## src/rtl/mfma_pkg.sv

```systemverilog
// Shared widths, constants and types for the field magnitude anomaly block.
`default_nettype none
package mfma_pkg;

  localparam int GAIN_W   = 24;
  localparam int WEIGHT_W = 16;
  localparam int FIELD_W  = 28;
  localparam int FRAC_W   = 16;
  localparam int AVG_W    = FIELD_W + FRAC_W;
  localparam int PROD_W   = 2 * GAIN_W;
  localparam int APB_DW   = 32;
  localparam int APB_AW   = 3;

  localparam logic [GAIN_W-1:0]   GAIN_RESET   = 24'd873813;
  localparam logic [WEIGHT_W-1:0] WEIGHT_RESET = 16'd655;
  localparam logic [FIELD_W-1:0]  FIELD_MAX    = {FIELD_W{1'b1}};

  localparam logic REG_GAIN   = 1'b0;
  localparam logic REG_WEIGHT = 1'b1;

  typedef enum logic [6:0] {
    ST_IDLE = 7'b0000001,
    ST_SUM  = 7'b0000010,
    ST_ROOT = 7'b0000100,
    ST_GAIN = 7'b0001000,
    ST_SAT  = 7'b0010000,
    ST_EMA  = 7'b0100000,
    ST_OUT  = 7'b1000000
  } state_t;

endpackage
`default_nettype wire

```

## src/rtl/mfma_lane.sv

```systemverilog
// One axis lane: magnitude of a signed sample and its registered square.
`default_nettype none
module mfma_lane import mfma_pkg::*; #(
  parameter int SAMPLE_BITS = 24
) (
  input  wire logic                     clk,
  input  wire logic                     en,
  input  wire logic [SAMPLE_BITS-1:0]   sample,
  output logic      [2*SAMPLE_BITS-1:0] sq
);

  logic [SAMPLE_BITS-1:0]   mag;
  logic [2*SAMPLE_BITS-1:0] sq_r;

  always_comb begin
    if (sample[SAMPLE_BITS-1]) begin
      mag = ~sample + SAMPLE_BITS'(1);
    end else begin
      mag = sample;
    end
  end

  always_ff @(posedge clk) begin
    if (en) begin
      sq_r <= mag * mag;
    end
  end

  assign sq = sq_r;

endmodule
`default_nettype wire

```

## config.mk

```make
export PLATFORM = sky130hd
export DESIGN_NAME = mfma_lane
export DESIGN_NICKNAME = d
export VERILOG_FILES = /design/src/rtl/mfma_pkg.sv /design/src/rtl/mfma_lane.sv
export SDC_FILE = /design/constraint.sdc
export NUM_CORES = 1
export LEC_CHECK = 0
export ABC_CLOCK_PERIOD_IN_PS = 11400
export BUFFER_PORTS_ARGS = -buffer_cell sky130_fd_sc_hd__buf_2
export CORE_MARGIN = 2
export CORE_UTILIZATION = 30
export CTS_CLUSTER_DIAMETER = 150
export CTS_CLUSTER_SIZE = 25
export DETAILED_ROUTE_END_ITERATION = 10
export PLACE_DENSITY_LB_ADDON = 0.2
export SETUP_SLACK_MARGIN = 0.2
export SLEW_MARGIN = 20
export SYNTH_ARGS = -nofsm -noshare
export SYNTH_HDL_FRONTEND = slang
export SYNTH_SLANG_ARGS = --single-unit
```

## constraint.sdc

```tcl
create_clock -name clk -period 11.4 [get_ports clk]
set_clock_uncertainty 0.2 [all_clocks]
set_input_delay 0 -clock clk [delete_from_list [all_inputs] [get_ports clk]]
set_output_delay 0 -clock clk [all_outputs]
set_load 0.005 [all_outputs]
```

======== Word level (Yosys, flattened, before mapping) ========
Cells that the tools add are included.
Widths: inputs -> output; s select.
word-level totals
  word-level logic and storage cells ...... 5
  bits of input ports ..................... 26
  output and inout bits ................... 48
  register bits ........................... 48
cells by class
  bitwise operators ....................... 1
  multiply operators ...................... 1
  mux-type cells .......................... 1
  add/subtract/negate cells ............... 1
operators by type and width
  kind                   count
  $mul 24x24->48         1
  $add 24x1->24 const B  1
  $mux 24                1
  $not 24->24            1

======== Depth between registers and ports, before layout ========
  word-level depth ........................ 4
  depth in mapped cells ................... 33
  depth with buffers taken out ............ 30

======== Least setup slack after synthesis ========
Ideal clock, no wire load.
  path kind ............................... input port to flip-flop
  start ................................... input port sample[0]
  end ..................................... register sq_r[47], in the netlist sq[47] (data pin)
  setup time .............................. 0.262 ns
  buffers on the path ..................... 3
  cell stages on the path ................. 31
  required time ........................... 10.938 ns
  arrival ................................. 7.897 ns
  slack ................................... 3.041 ns
  cell sequence ........................... clkbuf_1 -> clkinv_1 -> clkbuf_1 -> ha_1 -> nand4b_2 -> or3_4 -> o31a_1 -> xnor2_2 -> inv_2 -> buf_6 -> nand2_1 -> fa_1 -> inv_1 -> fa_1 -> fa_1 -> inv_1 -> fa_1 -> inv_1 -> fa_1 -> inv_1 -> fa_1 -> inv_1 -> fa_1 -> ha_1 -> a21oi_1 -> o21ai_0 -> a2111oi_1 -> nor4_1 -> a2111oi_0 -> o31ai_1 -> xnor2_1
on the way
  word-level cells in the longest chain between the ends .. 4
RTL lines
  element               RTL line         text
  from (decl)           mfma_lane.sv:8   input wire logic [SAMPLE_BITS-1:0] sample,
  $not 24->24           mfma_lane.sv:17  mag = ~sample + SAMPLE_BITS'(1);
  $add 24x1->24         mfma_lane.sv:17
  $mux 24 *             mfma_lane.sv:16  if (sample[SAMPLE_BITS-1]) begin
  $mul 24x24->48 *      mfma_lane.sv:25  sq_r <= mag * mag;
  to (signal assigned)  mfma_lane.sv:25
  to (decl)             mfma_lane.sv:13  logic [2*SAMPLE_BITS-1:0] sq_r;
Mark *: on every way between the ends. The rest lies on a longest branch, timed or not.
A chain may end at the register's enable or synchronous reset.

======== Worst setup path after layout ========
Same ends and word-level chain as after synthesis.

==> reports/results.txt <==
CTS Buf Count -> 5
H-tree Lvls -> 2
Commonest non-fill, non-tap cell in the layout -> inv_1
Fin. Hold Viols -> 0
Predominant post-synthesis flop cell -> edfxtp_1
First-pass GRT wire length -> 83900 um
Post-Syn Area -> 18100 um^2
Antenna violations before repair -> 1
DP Cell Count -> 2772
Clk root buf -> clkbuf_16
Worst path max stage delay -> 710 ps
CP max stage cell -> xor2_1
Minimum clock period -> 10080 ps
Max-cap violations -> 0
Fmax -> 99.2 MHz
RSZ-0062 raised after global routing -> false
Netlist cell types -> 70
Via-to-Cell Ratio -> 4.62
Fin crit share -> 0.884
Initial cell density of the core -> 0.305
Crit path buf inv count -> 9
CP dominant cell by count -> fa_1
Worst-path fanout max -> 17
Filler cells -> 6227
Core outline area -> 59200 um^2
Worst EP arrival -> 9970 ps
Place WS -> 1570 ps
Area growth syn-to-layout -> 8.57%
Syn. warnings -> 0
Cell family with most CP delay -> adder cells
Nets@finish -> 2625
Number of flops mapped to enable cells by yosys -> 47
Crit Path Class -> primary input to flop
Largest area contributor in the netlist -> fa_1
Layout cells sized above 1 -> 0.0687
IO Pins -> 74
Wirelength, routed -> 52300 um
Worst setup EP type -> flop
CTS Sinks -> 47
Worst Max-Slew Pin Slew -> 1070 ps
Setup TNS -> 0 ps
Grt ovf -> 0
DPL Wire Length -> 44400 um
Register bit total from synthesis -> 47
Worst setup SP type -> primary input
Avg Cell Area, Syn -> 9.31 um^2
Sequential cell area fraction in the yosys report -> 0.0782
Slew headroom -> 0.289
Final setup margin -> 1320 ps
Clock buffer depth -> 2
Final Core Density -> 0.331
Die area -> 62100 um^2
Die H -> 249 um
Ys async rst share -> 0
Pin count of the biggest net entering global routing -> 48
Flip-flop count of the largest register after layout -> 47
Pins Over Slew Limit -> 0
CTS tree -> done
CP required -> 11290 ps
Most frequent cells in the layout -> 574 x inv_1, 423 x fa_1, 191 x nand2_1
Finish-stage setup viols -> 0
Final Non-Filler Cells -> 2781
Placer Congestion -> 0.887
Residual DRC -> 0
N_diodes -> 0
Reg clk slew, reported paths -> 90 ps
Post-CTS setup buffers -> 0
Post-synth top area share -> 0.469
Die W -> 249 um
Initial DRC count -> 613
Hold WC Path Type -> primary input to flop
WL per Instance -> 18.8 um
Routed Antenna Nets -> 0
IO Port Bufs -> 72
Synthesized netlist cell count -> 1939
CTS resizes -> 0
Vias in the first global route -> 14400
Row cnt -> 89
Total track usage -> 0.177
Outcome -> finished clean
Drt pass-1 iters -> 4
Via count -> 12800
Main area contributors after synthesis -> fa_1 47%, inv_1 12%, ha_1 12%
cells in the mapped netlist (all sizes together) (2+ instances only):
library cell  count
conb              2
o21a              6
xor2             29
a221oi            3
ha              169
a31oi             7
o2111ai           3
o31ai             6
xnor2            43
o21bai            7
o31a              2
a21boi            2
a2111oi           4
nor2            152
and3              6
o211ai            3
nand4             8
nor4              5
a311oi            2
or3               4
nor4b             3
o41ai             3
a211oi            4
fa              423
nor2b             5
a21o             25
nand3            13
o21ai            31
nand2b            5
and4              3
nor3              8
edfxtp           47
or4               4
clkbuf           38
buf              15
nand2           196
and2              5
inv             580
a21oi            55
layout make-up:
type / instances / area (um^2) / share of cell area
multi-input combinational: 1274 / 14300 / 0.731
inverter: 581 / 2180 / 0.111
sequential: 47 / 1410 / 0.0720
tap: 773 / 967 / 0.0493
timing repair buffer: 98 / 558 / 0.0285
clock buffer: 5 / 125 / 0.00638
clock inverter: 3 / 22.5 / 0.00115
per-stage QoR:
stage,hold slack (ps),cell area [um^2]
floorplan,-101,18100
global placement,196,19400
detailed placement,195,19400
CTS,183,19600
global route,208,19600
finish,173,19600
routing by layer:
metal	GRT usage	wire, um
met2	0.292	25000
met3	0.0395	3490
met1	0.238	22800
met4	0.0353	1020
met5	0	0
cells by family (layout without fill, tap and decap cells):
logic type	count (synthesis)	in the layout	share of synthesized area
adder cells (fa/ha/maj)	592	592	0.586
other	2	18	0.000416
XOR/XNOR	72	72	0.0372
AO/OA/AOI/OAI	168	168	0.0616
multiplexers	2	2	0.00118
flip-flops	47	47	0.0782
buffers and inverters	634	687	0.134
AND/OR/NAND/NOR	422	422	0.101
worst paths after layout:
kind,startpoint,end,slack (ps),depth (start not counted)
worst min-delay path,en,sq[36]$_DFFE_PP_,170,2
worst max-delay path,sample[0],sq[47]$_DFFE_PP_,1320,30
repair_timing:
item	CTS	global route
endpoints found under the hold margin	1	0
setup endpoints to repair	0	0
hold buffers	1	0
Power is left out: the tool's default activity adds up to more than one toggle a clock period on the data nets, which glitch-free logic cannot reach.
