`config.mk`:
```
export PLATFORM = sky130hd
export DESIGN_NAME = mfma_ema
export DESIGN_NICKNAME = d
export VERILOG_FILES = /design/src/rtl/mfma_pkg.sv /design/src/rtl/mfma_ema.sv
export SDC_FILE = /design/constraint.sdc
export NUM_CORES = 2
export LEC_CHECK = 0
export BUFFER_PORTS_ARGS = -buffer_cell sky130_fd_sc_hd__clkbuf_2
export CAP_MARGIN = 20
export CORE_MARGIN = 5
export CORE_UTILIZATION = 67
export CTS_CLUSTER_SIZE = 30
export DETAILED_ROUTE_END_ITERATION = 10
export PLACE_DENSITY = 0.85
export SYNTH_ARGS = -nofsm -noshare
export SYNTH_HDL_FRONTEND = slang
export SYNTH_SLANG_ARGS = --single-unit
```
`constraint.sdc`:
```
create_clock -name clk -period 8.9 [get_ports clk]
set_clock_uncertainty 0.1 [all_clocks]
set_input_delay 0.89 -clock clk [delete_from_list [all_inputs] [get_ports clk]]
set_output_delay 0.89 -clock clk [all_outputs]
set_load 0.01 [all_outputs]
```
`src/rtl/mfma_pkg.sv`:
```
// Shared widths, constants and types for the field magnitude anomaly block.
`default_nettype none
package mfma_pkg;

  localparam int GAIN_W   = 24;
  localparam int WEIGHT_W = 16;
  localparam int FIELD_W  = 28;
  localparam int FRAC_W   = 16;
  localparam int AVG_W    = FIELD_W + FRAC_W;
  localparam int PROD_W   = 2 * GAIN_W;
  localparam int APB_DW   = 32;
  localparam int APB_AW   = 3;

  localparam logic [GAIN_W-1:0]   GAIN_RESET   = 24'd873813;
  localparam logic [WEIGHT_W-1:0] WEIGHT_RESET = 16'd655;
  localparam logic [FIELD_W-1:0]  FIELD_MAX    = {FIELD_W{1'b1}};

  localparam logic REG_GAIN   = 1'b0;
  localparam logic REG_WEIGHT = 1'b1;

  typedef enum logic [6:0] {
    ST_IDLE = 7'b0000001,
    ST_SUM  = 7'b0000010,
    ST_ROOT = 7'b0000100,
    ST_GAIN = 7'b0001000,
    ST_SAT  = 7'b0010000,
    ST_EMA  = 7'b0100000,
    ST_OUT  = 7'b1000000
  } state_t;

endpackage
`default_nettype wire

```
`src/rtl/mfma_ema.sv`:
```
// Running average update with seeding, and absolute deviation of the field.
`default_nettype none
module mfma_ema import mfma_pkg::*; (
  input  wire logic                clk,
  input  wire logic                rst_n,
  input  wire logic                start,
  input  wire logic [FIELD_W-1:0]  field,
  input  wire logic [WEIGHT_W-1:0] weight,
  output logic                     done,
  output logic      [FIELD_W-1:0]  anomaly
);

  logic [3:0]               ph_r;
  logic                     done_r;
  logic [AVG_W-1:0]         avg_r;
  logic [AVG_W-1:0]         a_r;
  logic [AVG_W-1:0]         fq_r;
  logic [AVG_W-1:0]         phi_r;
  logic [2*FRAC_W-1:0]      plo_r;
  logic [AVG_W-1:0]         pf_r;
  logic [AVG_W:0]           s_r;
  logic [AVG_W:0]           c_r;
  logic [FIELD_W-1:0]       anom_r;

  logic [AVG_W-1:0]         fq;
  logic [AVG_W-1:0]         a_seed;
  logic [AVG_W-1:0]         diff;

  always_comb begin
    fq     = {field, {FRAC_W{1'b0}}};
    a_seed = (avg_r == '0) ? fq : avg_r;
    diff   = (fq_r >= avg_r) ? (fq_r - avg_r) : (avg_r - fq_r);
  end

  always_ff @(posedge clk) begin
    if (!rst_n) begin
      ph_r   <= '0;
      done_r <= 1'b0;
      avg_r  <= '0;
    end else begin
      ph_r   <= {ph_r[2:0], start};
      done_r <= ph_r[3];
      if (ph_r[2]) begin
        avg_r <= AVG_W'(s_r - c_r);
      end
    end
  end

  always_ff @(posedge clk) begin
    if (start) begin
      a_r   <= a_seed;
      fq_r  <= fq;
      phi_r <= a_seed[AVG_W-1:FRAC_W] * weight;
      plo_r <= a_seed[FRAC_W-1:0] * weight;
      pf_r  <= field * weight;
    end
    if (ph_r[1]) begin
      s_r <= {1'b0, a_r} + {1'b0, pf_r};
      c_r <= {1'b0, phi_r} + (AVG_W+1)'(plo_r[2*FRAC_W-1:FRAC_W])
             + (AVG_W+1)'(plo_r[FRAC_W-1:0] != '0);
    end
    if (ph_r[3]) begin
      anom_r <= diff[AVG_W-1:FRAC_W];
    end
  end

  assign done    = done_r;
  assign anomaly = anom_r;

endmodule
`default_nettype wire

```
# Word-level counts from Yosys, hierarchy flattened
# Cells that the tools add are included.
[classes] add_sub_neg=6 multipliers=3 div_mod_pow=0 n_lt_le_gt_ge=1 n_eq_ne=0 shift=0 muxes=2 bitwise=0 n_reduce_logical=2
[op_table] cell="subtractor 44 bit" n=3
[op_table] cell="multiplier 28 x 16 -> 44 bit" n=2
[op_table] cell="2-to-1 mux 44 bit" n=2
[op_table] cell="adder 44 x 1 -> 44 bit" n=1
[op_table] cell="adder 44 x 16 -> 44 bit" n=1
[op_table] cell="adder 44 bit" n=1
[op_table] cell=">= comparator 44 bit" n=1
[op_table] cell="logical NOT 44 bit" n=1
[op_table] cell="multiplier 16 x 16 -> 32 bit" n=1
[op_table] cell="nonzero test 16 bit" n=1
[totals] regBits=357 latch_bits=0 ramBits=0 mem_bits_ro=0 in_bits=47 out_inout_bits=29 wordCells=25 mem_count=0

# Longest topological paths before layout
[depth] word_depth=3 depth_mapped=33 ltp_nobuf=30

# Worst setup path before layout
# OpenSTA, ideal clock, no wires.
[synth_timing] kind="reg-to-reg" from="register avg_r[3]" to="register phi_r[38], data pin" setup_ps=265 t_arrival_ps=7858 t_required_ps=8535 setup_slack_ps=677 path_stages_with_launch=30 n_path_buf=3 synth_period_minus_slack_ps=8223 cell_sequence="dfxtp_1 -> clkbuf_1 -> nor4_1 -> nand4_1 -> nor3_1 -> clkbuf_1 -> nand2_1 -> nand2_1 -> clkbuf_1 -> nand2_1 -> fa_1 -> fa_1 -> fa_1 -> inv_1 -> fa_1 -> fa_1 -> inv_1 -> fa_1 -> inv_1 -> ha_1 -> a21o_1 -> a221o_1 -> a21o_1 -> a21oi_1 -> o311ai_1 -> a211o_1 -> a221oi_2 -> o21a_1 -> o21ai_0 -> xor2_1"
[synth_via] elab_chain_cells=3
[synth_lines] element="start, declared" line="mfma_ema.sv:15" rtl="logic [AVG_W-1:0] avg_r;"
[synth_lines] element="start signal, assigned" line="mfma_ema.sv:44" rtl="avg_r <= AVG_W'(s_r - c_r);"
[synth_lines] element="logical NOT 44 bit" line="mfma_ema.sv:31" rtl="a_seed = (avg_r == '0) ? fq : avg_r;"
[synth_lines] element="2-to-1 mux 44 bit" line="mfma_ema.sv:31"
[synth_lines] element="named net a_seed[34]" line="mfma_ema.sv:26" rtl="logic [AVG_W-1:0] a_seed;"
[synth_lines] element="multiplier 28 x 16 -> 44 bit" line="mfma_ema.sv:53" rtl="phi_r <= a_seed[AVG_W-1:FRAC_W] * weight;"
[synth_lines] element="end signal, assigned" line="mfma_ema.sv:53"
[synth_lines] element="end, declared" line="mfma_ema.sv:18" rtl="logic [AVG_W-1:0] phi_r;"
# The timed path passes the listed nets, and every way through them passes these cells.
# A chain may end at the register's enable or synchronous reset.

# Worst setup path after layout
[layout_timing] from="register avg_r[11]" to="register phi_r[38], data pin"
[layout_via] elab_chain_cells=3
[layout_lines] element="logical NOT 44 bit" line="mfma_ema.sv:31"
[layout_lines] element="2-to-1 mux 44 bit" line="mfma_ema.sv:31"
[layout_lines] element="multiplier 28 x 16 -> 44 bit" line="mfma_ema.sv:53"
# No other way between the ends.

==> results.toml <==
[worst_hold_path]
holdPathEnd = "ph_r[1]"
min_from = "ph_r[0]"
hp-class = "reg2reg"
holdPathStages = 1

[floorplan]
io-pin-count = 76
num_rows = 106
coreArea_um2 = 83600
die_x_um = 300
initial_core_util_pct = 67.5
die_area_um2 = 90100
die_h_um = 300

[setup_path]
rr_endpoint = "phi_r[38]"
r2r_start = "avg_r[11]"
crit_arrival_ns = 8.70
cp_top_family = "adder cells"
ff2ff_path_depth = 29
crit_required_ns = 9.14
crit_path_end_kind = "register"
path_class = "reg2reg"
worst_path_most_repeated_cell = "fa_1"
critPathLaunchType = "register"
worst-path-max-fanout = 28
crit_buf_inv = 6
cp_slowest_cell = "fa_1"
critPathMaxStageDelay_ns = 0.58
reg2reg_slack_ns = 0.44

[flow_run]
cap_viol_max_count = 0

[timing]
tightest_slew_ns = 1.05
fin_setup_tns_ns = 0
fmax_mhz = 118
setup_viol = 0
rsz0062_at_grt = "no"
hold_viol = 0
slew_viol_final = 0
period_needed_ns = 8.46
period_share_pct = 95.1
relSlewSlack_pct = 30.1

[cts]
htreeDepth = 2
numCtsBuffers = 44
cts.path.max_buffers = 3
clkTransAtPathRegs_ns = 0.06
cts_tree = "done"
insertion_delay_ns = 0.61
cts_hold_buf = 0
clock-sinks = 357
root_buffer = "clkbuf_16"

[finish]
num-fill-cells = 5893
multi_input_area_um2 = 40800
drive_gt1_share_pct = 5.09
num-nets-final = 7472
final_util_pct = 71.3
area_growth_syn_to_layout_pct = 5.51
seq_area_um2 = 10200

[placed_design]
port_buffers = 75
routabilityCongestion = 0.955
dp_hpwl_um = 117000

[synth]
synth_compound_area_share_pct = 8.49
synthMuxAreaShare_pct = 0.692
synth_xor_area_share_pct = 3.80
yosys.area_share.simple_pct = 15.6
yosysSeqAreaShare_pct = 18.1
synthCells = 6082
syn-cell-area_um2 = 56400
synth_top_area_cell = "fa_1"
synth_top_family_by_area = "adder cells"
synthAdderAreaFrac_pct = 43.6
ys_warn_count = 0
synth_edf_count = 308
synth_area_leaders = "fa_1 (33%), edfxtp_1 (16%), ha_1 (11%)"
synth_fp_nets = 7543
syn_area_per_cell_um2 = 9.28
post-synth-top-count-cell = "inv_1"
synth.distinct_cells = 82
ys_ff_latch = 357
ys.flop_type = "edfxtp_1"
async_flop_share_pct = 0
synthTopCellsByCount = "inv_1 (1,137), fa_1 (923), nand2_1 (921)"
yosysTopAreaCellShare_pct = 32.7

[global_route]
gr-usage-all-layers_pct = 33.8
antenna_found_initial = 13
grt_start_max_net_pins = 111
overflow = 0
grt_pass1_vias = 45900
grt_pass1_wl_um = 242000

[drt]
drt_iter0_drc = 3791
wirelength_um = 148000
route.detailed.wl_per_inst_um = 20.8
drt_drc_violations_left = 0
ant_nets = 0
vias = 43100
avgViaCountPerCell = 6.04
first_pass_iters = 6

[status]
status = "finished, final reports clean"
state kept, by name, indices dropped and copies added, names as in the netlist:
| register | flops |
|---|---|
| done | 1 |
| a_r | 44 |
| anomaly | 28 |
| fq_r | 28 |
| c_r | 44 |
| pf_r | 44 |
| plo_r | 32 |
| s_r | 44 |
| ph_r | 4 |
| phi_r | 44 |
| avg_r | 44 |
layout make-up:
| type | instances | area share, % |
|---|---|---|
| inverter | 1137 | 7.17 |
| clock buffer | 51 | 1.95 |
| multi-input combinational | 4281 | 68.5 |
| antenna | 6 | 0.0252 |
| sequential | 357 | 17.2 |
| clock inverter | 31 | 0.521 |
| timing repair buffer | 190 | 2.40 |
| tap | 1080 | 2.27 |
how the worst max path moves through the flow:
stage                         start         to  cells after the start
final                     avg_r[11]  phi_r[38]                     29
after floorplan            avg_r[3]  phi_r[38]                     29
after global placement     avg_r[0]  phi_r[43]                     28
after detailed placement   avg_r[0]  phi_r[38]                     28
after CTS                  avg_r[0]  phi_r[38]                     28
after global routing      avg_r[11]  phi_r[38]                     29
kinds of logic (layout without fill, tap and decap cells):
| kind of cell | after synthesis | in the layout |
|---|---|---|
| AO/OA/AOI/OAI | 736 | 736 |
| AND/OR/NAND/NOR | 1847 | 1847 |
| other | 0 | 6 |
| flip-flops | 357 | 357 |
| adder cells (fa/ha/maj) | 1414 | 1414 |
| multiplexers | 39 | 39 |
| XOR/XNOR | 245 | 245 |
| buffers and inverters | 1444 | 1409 |
repair_timing:
action	CTS	global route
endpoints found under the setup margin	0	9
setup buffers	0	1
resized for setup	0	4
layer usage:
| metal | routed length, µm | global-route usage (%) | vias to the layer above |
|---|---|---|---|
| li1 | - | - | 18900 |
| met1 | 56100 | 44.6 | 21300 |
| met2 | 69000 | 54.5 | 2347 |
| met3 | 17200 | 8.46 | 480 |
| met4 | 6130 | 12.9 | 6 |
| met5 | 40 | 0 | - |
cell usage in the layout, fill, tap and decap left out, types with 65 or more instances in the layout:
cell and instances:
a21o_1 134, nor2_1 152, o21ai_0 105, and2_1 452
inv_1 1137, edfxtp_1 308, a21oi_1 228, clkbuf_2 74
xor2_1 65, nand2_1 917, ha_1 491, xnor2_1 180
fa_1 923, buf_4 101
stage by stage:
step           worst slack (ns)  cells  instance area [µm²]  hold slack [ns]
2_1_floorplan             0.677   6082                56400            0.312
3_3_place_gp              0.473   7043                58000            0.316
3_5_place_dp              0.343   7043                58000            0.344
4_1_cts                   0.236   7125                59500            0.359
5_1_grt                 0.00885   7127                59500            0.359
6_report                  0.439   7133                59500            0.354
worst register-to-register path, delay by kind of cell (launching register included):
kind	cells	cell delay [ns]
fa+ha+maj	7	3.38
compound gates	9	2.07
simple gates	6	1.37
buf+inv	6	0.84
flops	1	0.31
xor+xnor	1	0.16
Power is left out: the tool's default activity adds up to more than one toggle a clock period on the data nets, which glitch-free logic cannot reach.
