===== src/rtl/mfma_pkg.sv =====
// Shared widths, constants and types for the field magnitude anomaly block.
`default_nettype none
package mfma_pkg;

  localparam int GAIN_W   = 24;
  localparam int WEIGHT_W = 16;
  localparam int FIELD_W  = 28;
  localparam int FRAC_W   = 16;
  localparam int AVG_W    = FIELD_W + FRAC_W;
  localparam int PROD_W   = 2 * GAIN_W;
  localparam int APB_DW   = 32;
  localparam int APB_AW   = 3;

  localparam logic [GAIN_W-1:0]   GAIN_RESET   = 24'd873813;
  localparam logic [WEIGHT_W-1:0] WEIGHT_RESET = 16'd655;
  localparam logic [FIELD_W-1:0]  FIELD_MAX    = {FIELD_W{1'b1}};

  localparam logic REG_GAIN   = 1'b0;
  localparam logic REG_WEIGHT = 1'b1;

  typedef enum logic [6:0] {
    ST_IDLE = 7'b0000001,
    ST_SUM  = 7'b0000010,
    ST_ROOT = 7'b0000100,
    ST_GAIN = 7'b0001000,
    ST_SAT  = 7'b0010000,
    ST_EMA  = 7'b0100000,
    ST_OUT  = 7'b1000000
  } state_t;

endpackage
`default_nettype wire


===== src/rtl/mfma_sqrt.sv =====
// Iterative floor square root, one root bit per cycle.
`default_nettype none
module mfma_sqrt import mfma_pkg::*; #(
  parameter int SAMPLE_BITS = 24
) (
  input  wire logic                     clk,
  input  wire logic                     rst_n,
  input  wire logic                     start,
  input  wire logic [2*SAMPLE_BITS-1:0] radicand,
  output logic                          done,
  output logic      [SAMPLE_BITS-1:0]   root
);

  localparam int CNT_W = $clog2(SAMPLE_BITS);

  logic                     busy_r;
  logic                     done_r;
  logic [CNT_W-1:0]         cnt_r;
  logic [2*SAMPLE_BITS-1:0] n_r;
  logic [SAMPLE_BITS:0]     rem_r;
  logic [SAMPLE_BITS-1:0]   root_r;

  logic [SAMPLE_BITS+2:0]   rem_sh;
  logic [SAMPLE_BITS+2:0]   trial;
  logic                     fits;

  always_comb begin
    rem_sh = {rem_r, n_r[2*SAMPLE_BITS-1 -: 2]};
    trial  = {1'b0, root_r, 2'b01};
    fits   = rem_sh >= trial;
  end

  always_ff @(posedge clk) begin
    if (!rst_n) begin
      busy_r <= 1'b0;
      done_r <= 1'b0;
      cnt_r  <= '0;
    end else begin
      done_r <= 1'b0;
      if (start) begin
        busy_r <= 1'b1;
        cnt_r  <= '0;
      end else if (busy_r) begin
        cnt_r <= cnt_r + CNT_W'(1);
        if (cnt_r == CNT_W'(SAMPLE_BITS - 1)) begin
          busy_r <= 1'b0;
          done_r <= 1'b1;
        end
      end
    end
  end

  always_ff @(posedge clk) begin
    if (start) begin
      n_r    <= radicand;
      rem_r  <= '0;
      root_r <= '0;
    end else if (busy_r) begin
      n_r <= {n_r[2*SAMPLE_BITS-3:0], 2'b00};
      if (fits) begin
        rem_r  <= (SAMPLE_BITS+1)'(rem_sh - trial);
        root_r <= {root_r[SAMPLE_BITS-2:0], 1'b1};
      end else begin
        rem_r  <= (SAMPLE_BITS+1)'(rem_sh);
        root_r <= {root_r[SAMPLE_BITS-2:0], 1'b0};
      end
    end
  end

  assign done = done_r;
  assign root = root_r;

endmodule
`default_nettype wire


===== config.mk =====
export PLATFORM = sky130hd
export DESIGN_NAME = mfma_sqrt
export DESIGN_NICKNAME = d
export VERILOG_FILES = /design/src/rtl/mfma_pkg.sv /design/src/rtl/mfma_sqrt.sv
export SDC_FILE = /design/constraint.sdc
export NUM_CORES = 1
export LEC_CHECK = 0
export BUFFER_PORTS_ARGS = -buffer_cell sky130_fd_sc_hd__buf_4
export CORE_ASPECT_RATIO = 1.2
export CORE_UTILIZATION = 35
export DETAILED_ROUTE_END_ITERATION = 12
export PLACE_DENSITY = 0.6
export SETUP_SLACK_MARGIN = 0.4
export SLEW_MARGIN = 0
export SYNTH_ARGS = -nofsm -noshare
export SYNTH_HDL_FRONTEND = slang
export SYNTH_SLANG_ARGS = --single-unit

===== constraint.sdc =====
create_clock -name clk -period 2.4 [get_ports clk]
set_input_delay 0.24 -clock clk [delete_from_list [all_inputs] [get_ports clk]]
set_output_delay 0.24 -clock clk [all_outputs]
set_load 0.01 [all_outputs]

# Word-level counts from Yosys, hierarchy flattened
# Cells that the tools add are included.
# word_totals
reg_bits	104
inputBits	51
output_inout_bits	25
# classes
add_sub_neg	2
n_lt_le_gt_ge	1
n_eq_ne	1
muxes	8
bitwise	2
reduce_logical	3
# ops
operator	n
$mux W48	2
$ge A27 B26 Y1	1
$mux W25	1
$sub A25 B25 Y25	1
$add A5 B1 Y5 const B	1
$eq A5 B5 Y1 const B	1
$mux W1	5
$reduce_or A3 Y1	1
$not A1 Y1	2
$reduce_bool A2 Y1	1
$reduce_or A2 Y1	1

# Logic depth before layout (Yosys ltp)
# logic_depth
ltp_word	4
mapped_depth	12
depth_no_buf	10

# Least setup slack after synthesis
# Ideal clock, no wire load.
# synth_path
kind	register to register
start	register root_r[10], in the netlist root[10]
end	register rem_r[5]
setup_ns	0.128
t_arrival_ns	2.484
required_ns	2.272
setup_slack_ns	-0.212
path_stages_with_launch	12
n_path_buf	1
period_less_slack_ns	2.612
path_cell_list	dfxtp_1 inv_1 ha_1 a21o_1 a21o_1 a221o_1 o21a_1 or2_1 buf_2 mux2_4 mux2i_1 nor2_1
# synth_between
elab_chain_len	2
# synth_lines
element	line_no	text
start: declaration	mfma_sqrt.sv:21	logic [SAMPLE_BITS-1:0] root_r;
start signal: assignment	mfma_sqrt.sv:62	root_r <= {root_r[SAMPLE_BITS-2:0], 1'b1};
start signal: assignment	mfma_sqrt.sv:65	root_r <= {root_r[SAMPLE_BITS-2:0], 1'b0};
$ge A27 B26 Y1	mfma_sqrt.sv:30	fits = rem_sh >= trial;
$mux W25	mfma_sqrt.sv:60	if (fits) begin
end signal: assignment	mfma_sqrt.sv:61	rem_r <= (SAMPLE_BITS+1)'(rem_sh - trial);
end signal: assignment	mfma_sqrt.sv:64	rem_r <= (SAMPLE_BITS+1)'(rem_sh);
end: declaration	mfma_sqrt.sv:20	logic [SAMPLE_BITS:0] rem_r;
# Every way passes these cells.
# A chain may end at the register's enable or synchronous reset.

# Worst setup path in the final report
# layout_path
start	register root_r[0], in the netlist root[0]
end	register rem_r[18]
# layout_between
elab_chain_len	2
# layout_lines
element	line_no
$sub A25 B25 Y25 or $ge A27 B26 Y1 (tied branches)	mfma_sqrt.sv:61, mfma_sqrt.sv:30
$mux W25 *	mfma_sqrt.sv:60
# Mark *: on every way between the ends. The rest lies on a longest branch, timed or not.

==> summary.md <==
| Metric | Value |
|---|---|
| Status | `finished with violations` |
| Failing checks | `setup timing` |
| Hold Crit Endpoint | `busy_r` |
| Fin cells | `just over 900` |
| Leak Pwr | `3.16 nW` |
| CP dominant cell by count | `buf_4` |
| RR Endpoint | `rem_r[18]` |
| Most frequent cells in the layout | `152 x buf_4, 62 x nor2_1, 48 x edfxtp_1` |
| Post-synthesis compound-gate area fraction | `0.147` |
| Hold path depth | `2` |
| Fin worst setup slack | `-78.0 ps` |
| Max Fclk | `around 0.40 GHz` |
| IO Pins | `76` |
| First-pass GRT wire length | `between 20 and 25 mm` |
| Commonest non-fill, non-tap cell in the layout | `buf_4` |
| Max stage delay cell, worst path | `dfxtp_4` |
| Worst path bufs/invs | `3` |
| Number of synthesized flops with an enable pin | `48` |
| Hold WS | `roughly 110 ps` |
| Top Family by Delay on Critical Path | `compound AO/OA/AOI/OAI gates` |
| CP Capture Type | `flip-flop` |
| Seq/Total Area, Yosys | `0.455` |
| Final worst-path cycle share | `1.03` |
| Max IR drop VDD | `0.000630 V` |
| RSZ-0062 raised after global routing | `yes` |
| Clock Latency Late Sink | `roughly 360 ps` |
| WP data arrival | `around 2700 ps` |
| Hold WC Path Type | `in -> reg` |
| Routed wire length | `13.6 mm` |
| Fill cells | `around 1400` |
| Post-synth cell types | `between 50 and 60` |
| Initial antenna violation count | `0` |
| Syn nets | `between 600 and 700` |
| Post-route ant nets | `0` |
| P&R area growth vs syn | `39.6%` |
| Die Y | `approximately 140 um` |
| ANT cells | `0` |
| DR iter-0 viols | `153` |
| NumNets Final | `around 800` |
| Hold path start | `rst_n` |
| DRC viols | `0` |
| Placed insts | `a little under 900` |
| TritonCTS Buffers | `9` |
| Synth warn | `0` |
| Fin. Hold Viols | `0` |
| Startpoint types | `flip-flop` |
| Post-synthesis simple-gate area fraction | `0.126` |
| Synth Flop Type | `dfxtp_1` |
| Largest net degree at the start of global routing | `101` |
| Measured slew at the worst slew-check pin | `slightly above 700 ps` |
| Area taken by multi-input logic gates | `approximately 0.0033 mm^2` |
| Power Dens Cells | `~1200 mW/mm^2` |
| R2r worst-path depth | `12` |
| Global Route Usage Sum | `0.166` |
| Syn Area/Cell | `10.2 um^2` |
| Kind of critical path | `reg -> reg` |
| Per-cell routed wire length | `14.9 um` |
| Die Wd | `about 120 um` |
| Fin. max-slew vios | `0` |
| Clk buf depth | `2` |
| DP HPWL | `~9.5 mm` |
| Mux contribution to synthesized area | `0.143` |
| Clock transition at the registers of the reported paths | `about 80 ps` |
| CP max FO | `4` |
| Core ar. | `~0.016 mm^2` |
| Final core occ | `0.503` |
| Register area | `about 0.0026 mm^2` |
| # clock sinks | `around 100` |
| Final min period | `roughly 2500 ps` |
| Max-cap violations | `0` |
| Largest family of logic cells by synthesized area | `compound AO/OA/AOI/OAI gates` |
| Crit Reg-Reg Startpoint | `root[0]` |
| Die ar. | `approximately 0.017 mm^2` |
| GPL Wtd Cong | `0.845` |
| Share of cells above drive strength 1 | `0.459` |
| Req. time, crit path | `roughly 2600 ps` |
| Initial Util | `0.360` |
| # H-tree levels | `3` |
| Critical path origin | `root[0]` |
| Setup slack, reg-to-reg | `-80 ps` |
| Vias in the first global route | `around 4700` |
| IO buf count | `75` |
| Finish-stage setup viols | `10` |
| Drt pass-1 iters | `5` |
| Post-Synthesis Cells | `~550` |
| Crit-path cells | `inv_4 -> ha_4 -> nor2b_4 -> o31a_1 -> buf_4 -> o31ai_4 -> buf_4 -> a21oi_1 -> o21a_1 -> o2111a_1 -> a311oi_1 -> o21ai_0` |
| CP max stage delay | `360 ps` |
| Clock Root Buffer | `clkbuf_16` |
| Vias/cell | `5.08` |
| XOR/XNOR Fraction of Synth Area | `0.0249` |
| Seq cells post-synth | `between 100 and 150` |
| Setup Skew | `around 10 ps` |
| Post-Syn Area | `0.00563 mm^2` |
| TritonCTS clock tree | `done` |
| Global route overflow | `0` |
| Vias after detailed routing | `4633` |
| Synth async-reset ratio | `0` |
| Adder-Cell Fraction of Synth Area | `0.0600` |
| FP Rows | `50` |
| Worst slew margin | `0.524` |
-- synth_stat cells (4+ instances only) --
library cell  number  area [um^2]
a211oi_1          18          135
a21o_1             9         67.6
a21oi_1           26          130
a22oi_1            7         52.6
a311oi_1           4         35.0
buf_1              4         15.0
clkbuf_1          18         67.6
dfxtp_1           56         1120
edfxtp_1          48         1440
ha_1              27          338
inv_1             37          139
mux2_2            46          518
mux2i_1           27          270
nand2_1           26         97.6
nand3_1            8         40.0
nand4_1            6         37.5
nor2_1            69          259
nor2b_1            6         37.5
nor3_1             9         45.0
o21a_1             9         67.6
o21ai_0           23          115
or3_1              6         37.5
xnor2_1            5         43.8
xor2_1            11         96.3
-- cell families (layout without fill, tap and decap cells) --
| logic type | count (synthesis) | after routing |
|---|---|---|
| AOI/OAI and AO/OA | 118 | 118 |
| xor gates and xnor gates | 16 | 16 |
| adders and majority gates | 27 | 27 |
| buffers and inverters | 63 | 215 |
| DFF | 104 | 104 |
| muxes | 74 | 74 |
| and+or+nand+nor | 150 | 150 |
-- sequential cells by signal (all words and copies together), names as in the netlist --
signal	cells
root	24
n_r	48
done	1
busy_r	1
cnt_r	5
rem_r	25
-- through the flow --
stage	cell area (um^2)	setup TNS, ps	power, mW	setup slack, ps
detailed placement	7140	-1380	6.52	-178
finish	7860	-366	9.40	-78.0
floorplan	5890	0	5.27	1.84
global placement	7140	-385	6.42	-121
global route	7860	-2440	9.97	-168
CTS	7700	-283	8.95	-60.4
-- metal layers --
layer  GRT usage  vias up  wire length (um)
met4      0.0675        0               282
met5           0        -                 0
li1            -     2300                 -
met1       0.189     2213              5770
met3      0.0526       19               798
met2       0.288      101              6780
-- repair_timing --
item / CTS / global route
endpoints found under the setup margin: 26 / 26
pin swaps: 32 / 23
hold buffers: 0 / 0
gates cloned: 1 / 0
hold endpoints to repair: 0 / 0
gates resized for setup: 52 / 35
buffers inserted: 8 / 5
-- worst reg2reg max path, cell delays in order (launching register included) --
cell      delay, ps
dfxtp_4         360
inv_4            40
ha_4            210
nor2b_4         130
o31a_1          260
buf_4           150
o31ai_4         220
buf_4           170
a21oi_1          60
o21a_1          220
o2111a_1        230
a311oi_1        220
o21ai_0         110
-- power breakdown --
group          internal, mW  switching (mW)
Sequential             2.09           0.164
Clock                 0.748           0.768
Combinational          2.82            2.80
Total                  5.66            3.73
-- how the worst max path moves through the flow --
stage / to / depth (start not counted)
6_report: rem_r[18] / 12
5_1_grt: rem_r[24] / 11
4_1_cts: rem_r[24] / 11
3_5_place_dp: rem_r[20] / 11
3_3_place_gp: rem_r[10] / 10
2_1_floorplan: rem_r[5] / 11
-- final cells by class --
cell class / count / share of cell area
clock buffers: 9 / 0.0286
clock inverters: 7 / 0.0110
inverters: 37 / 0.0191
well taps: 208 / 0.0331
flip-flops and latches: 104 / 0.330
multi-input cells: 385 / 0.417
repair buffers: 162 / 0.161
No activity file was read; power rests on OpenSTA's default activity.
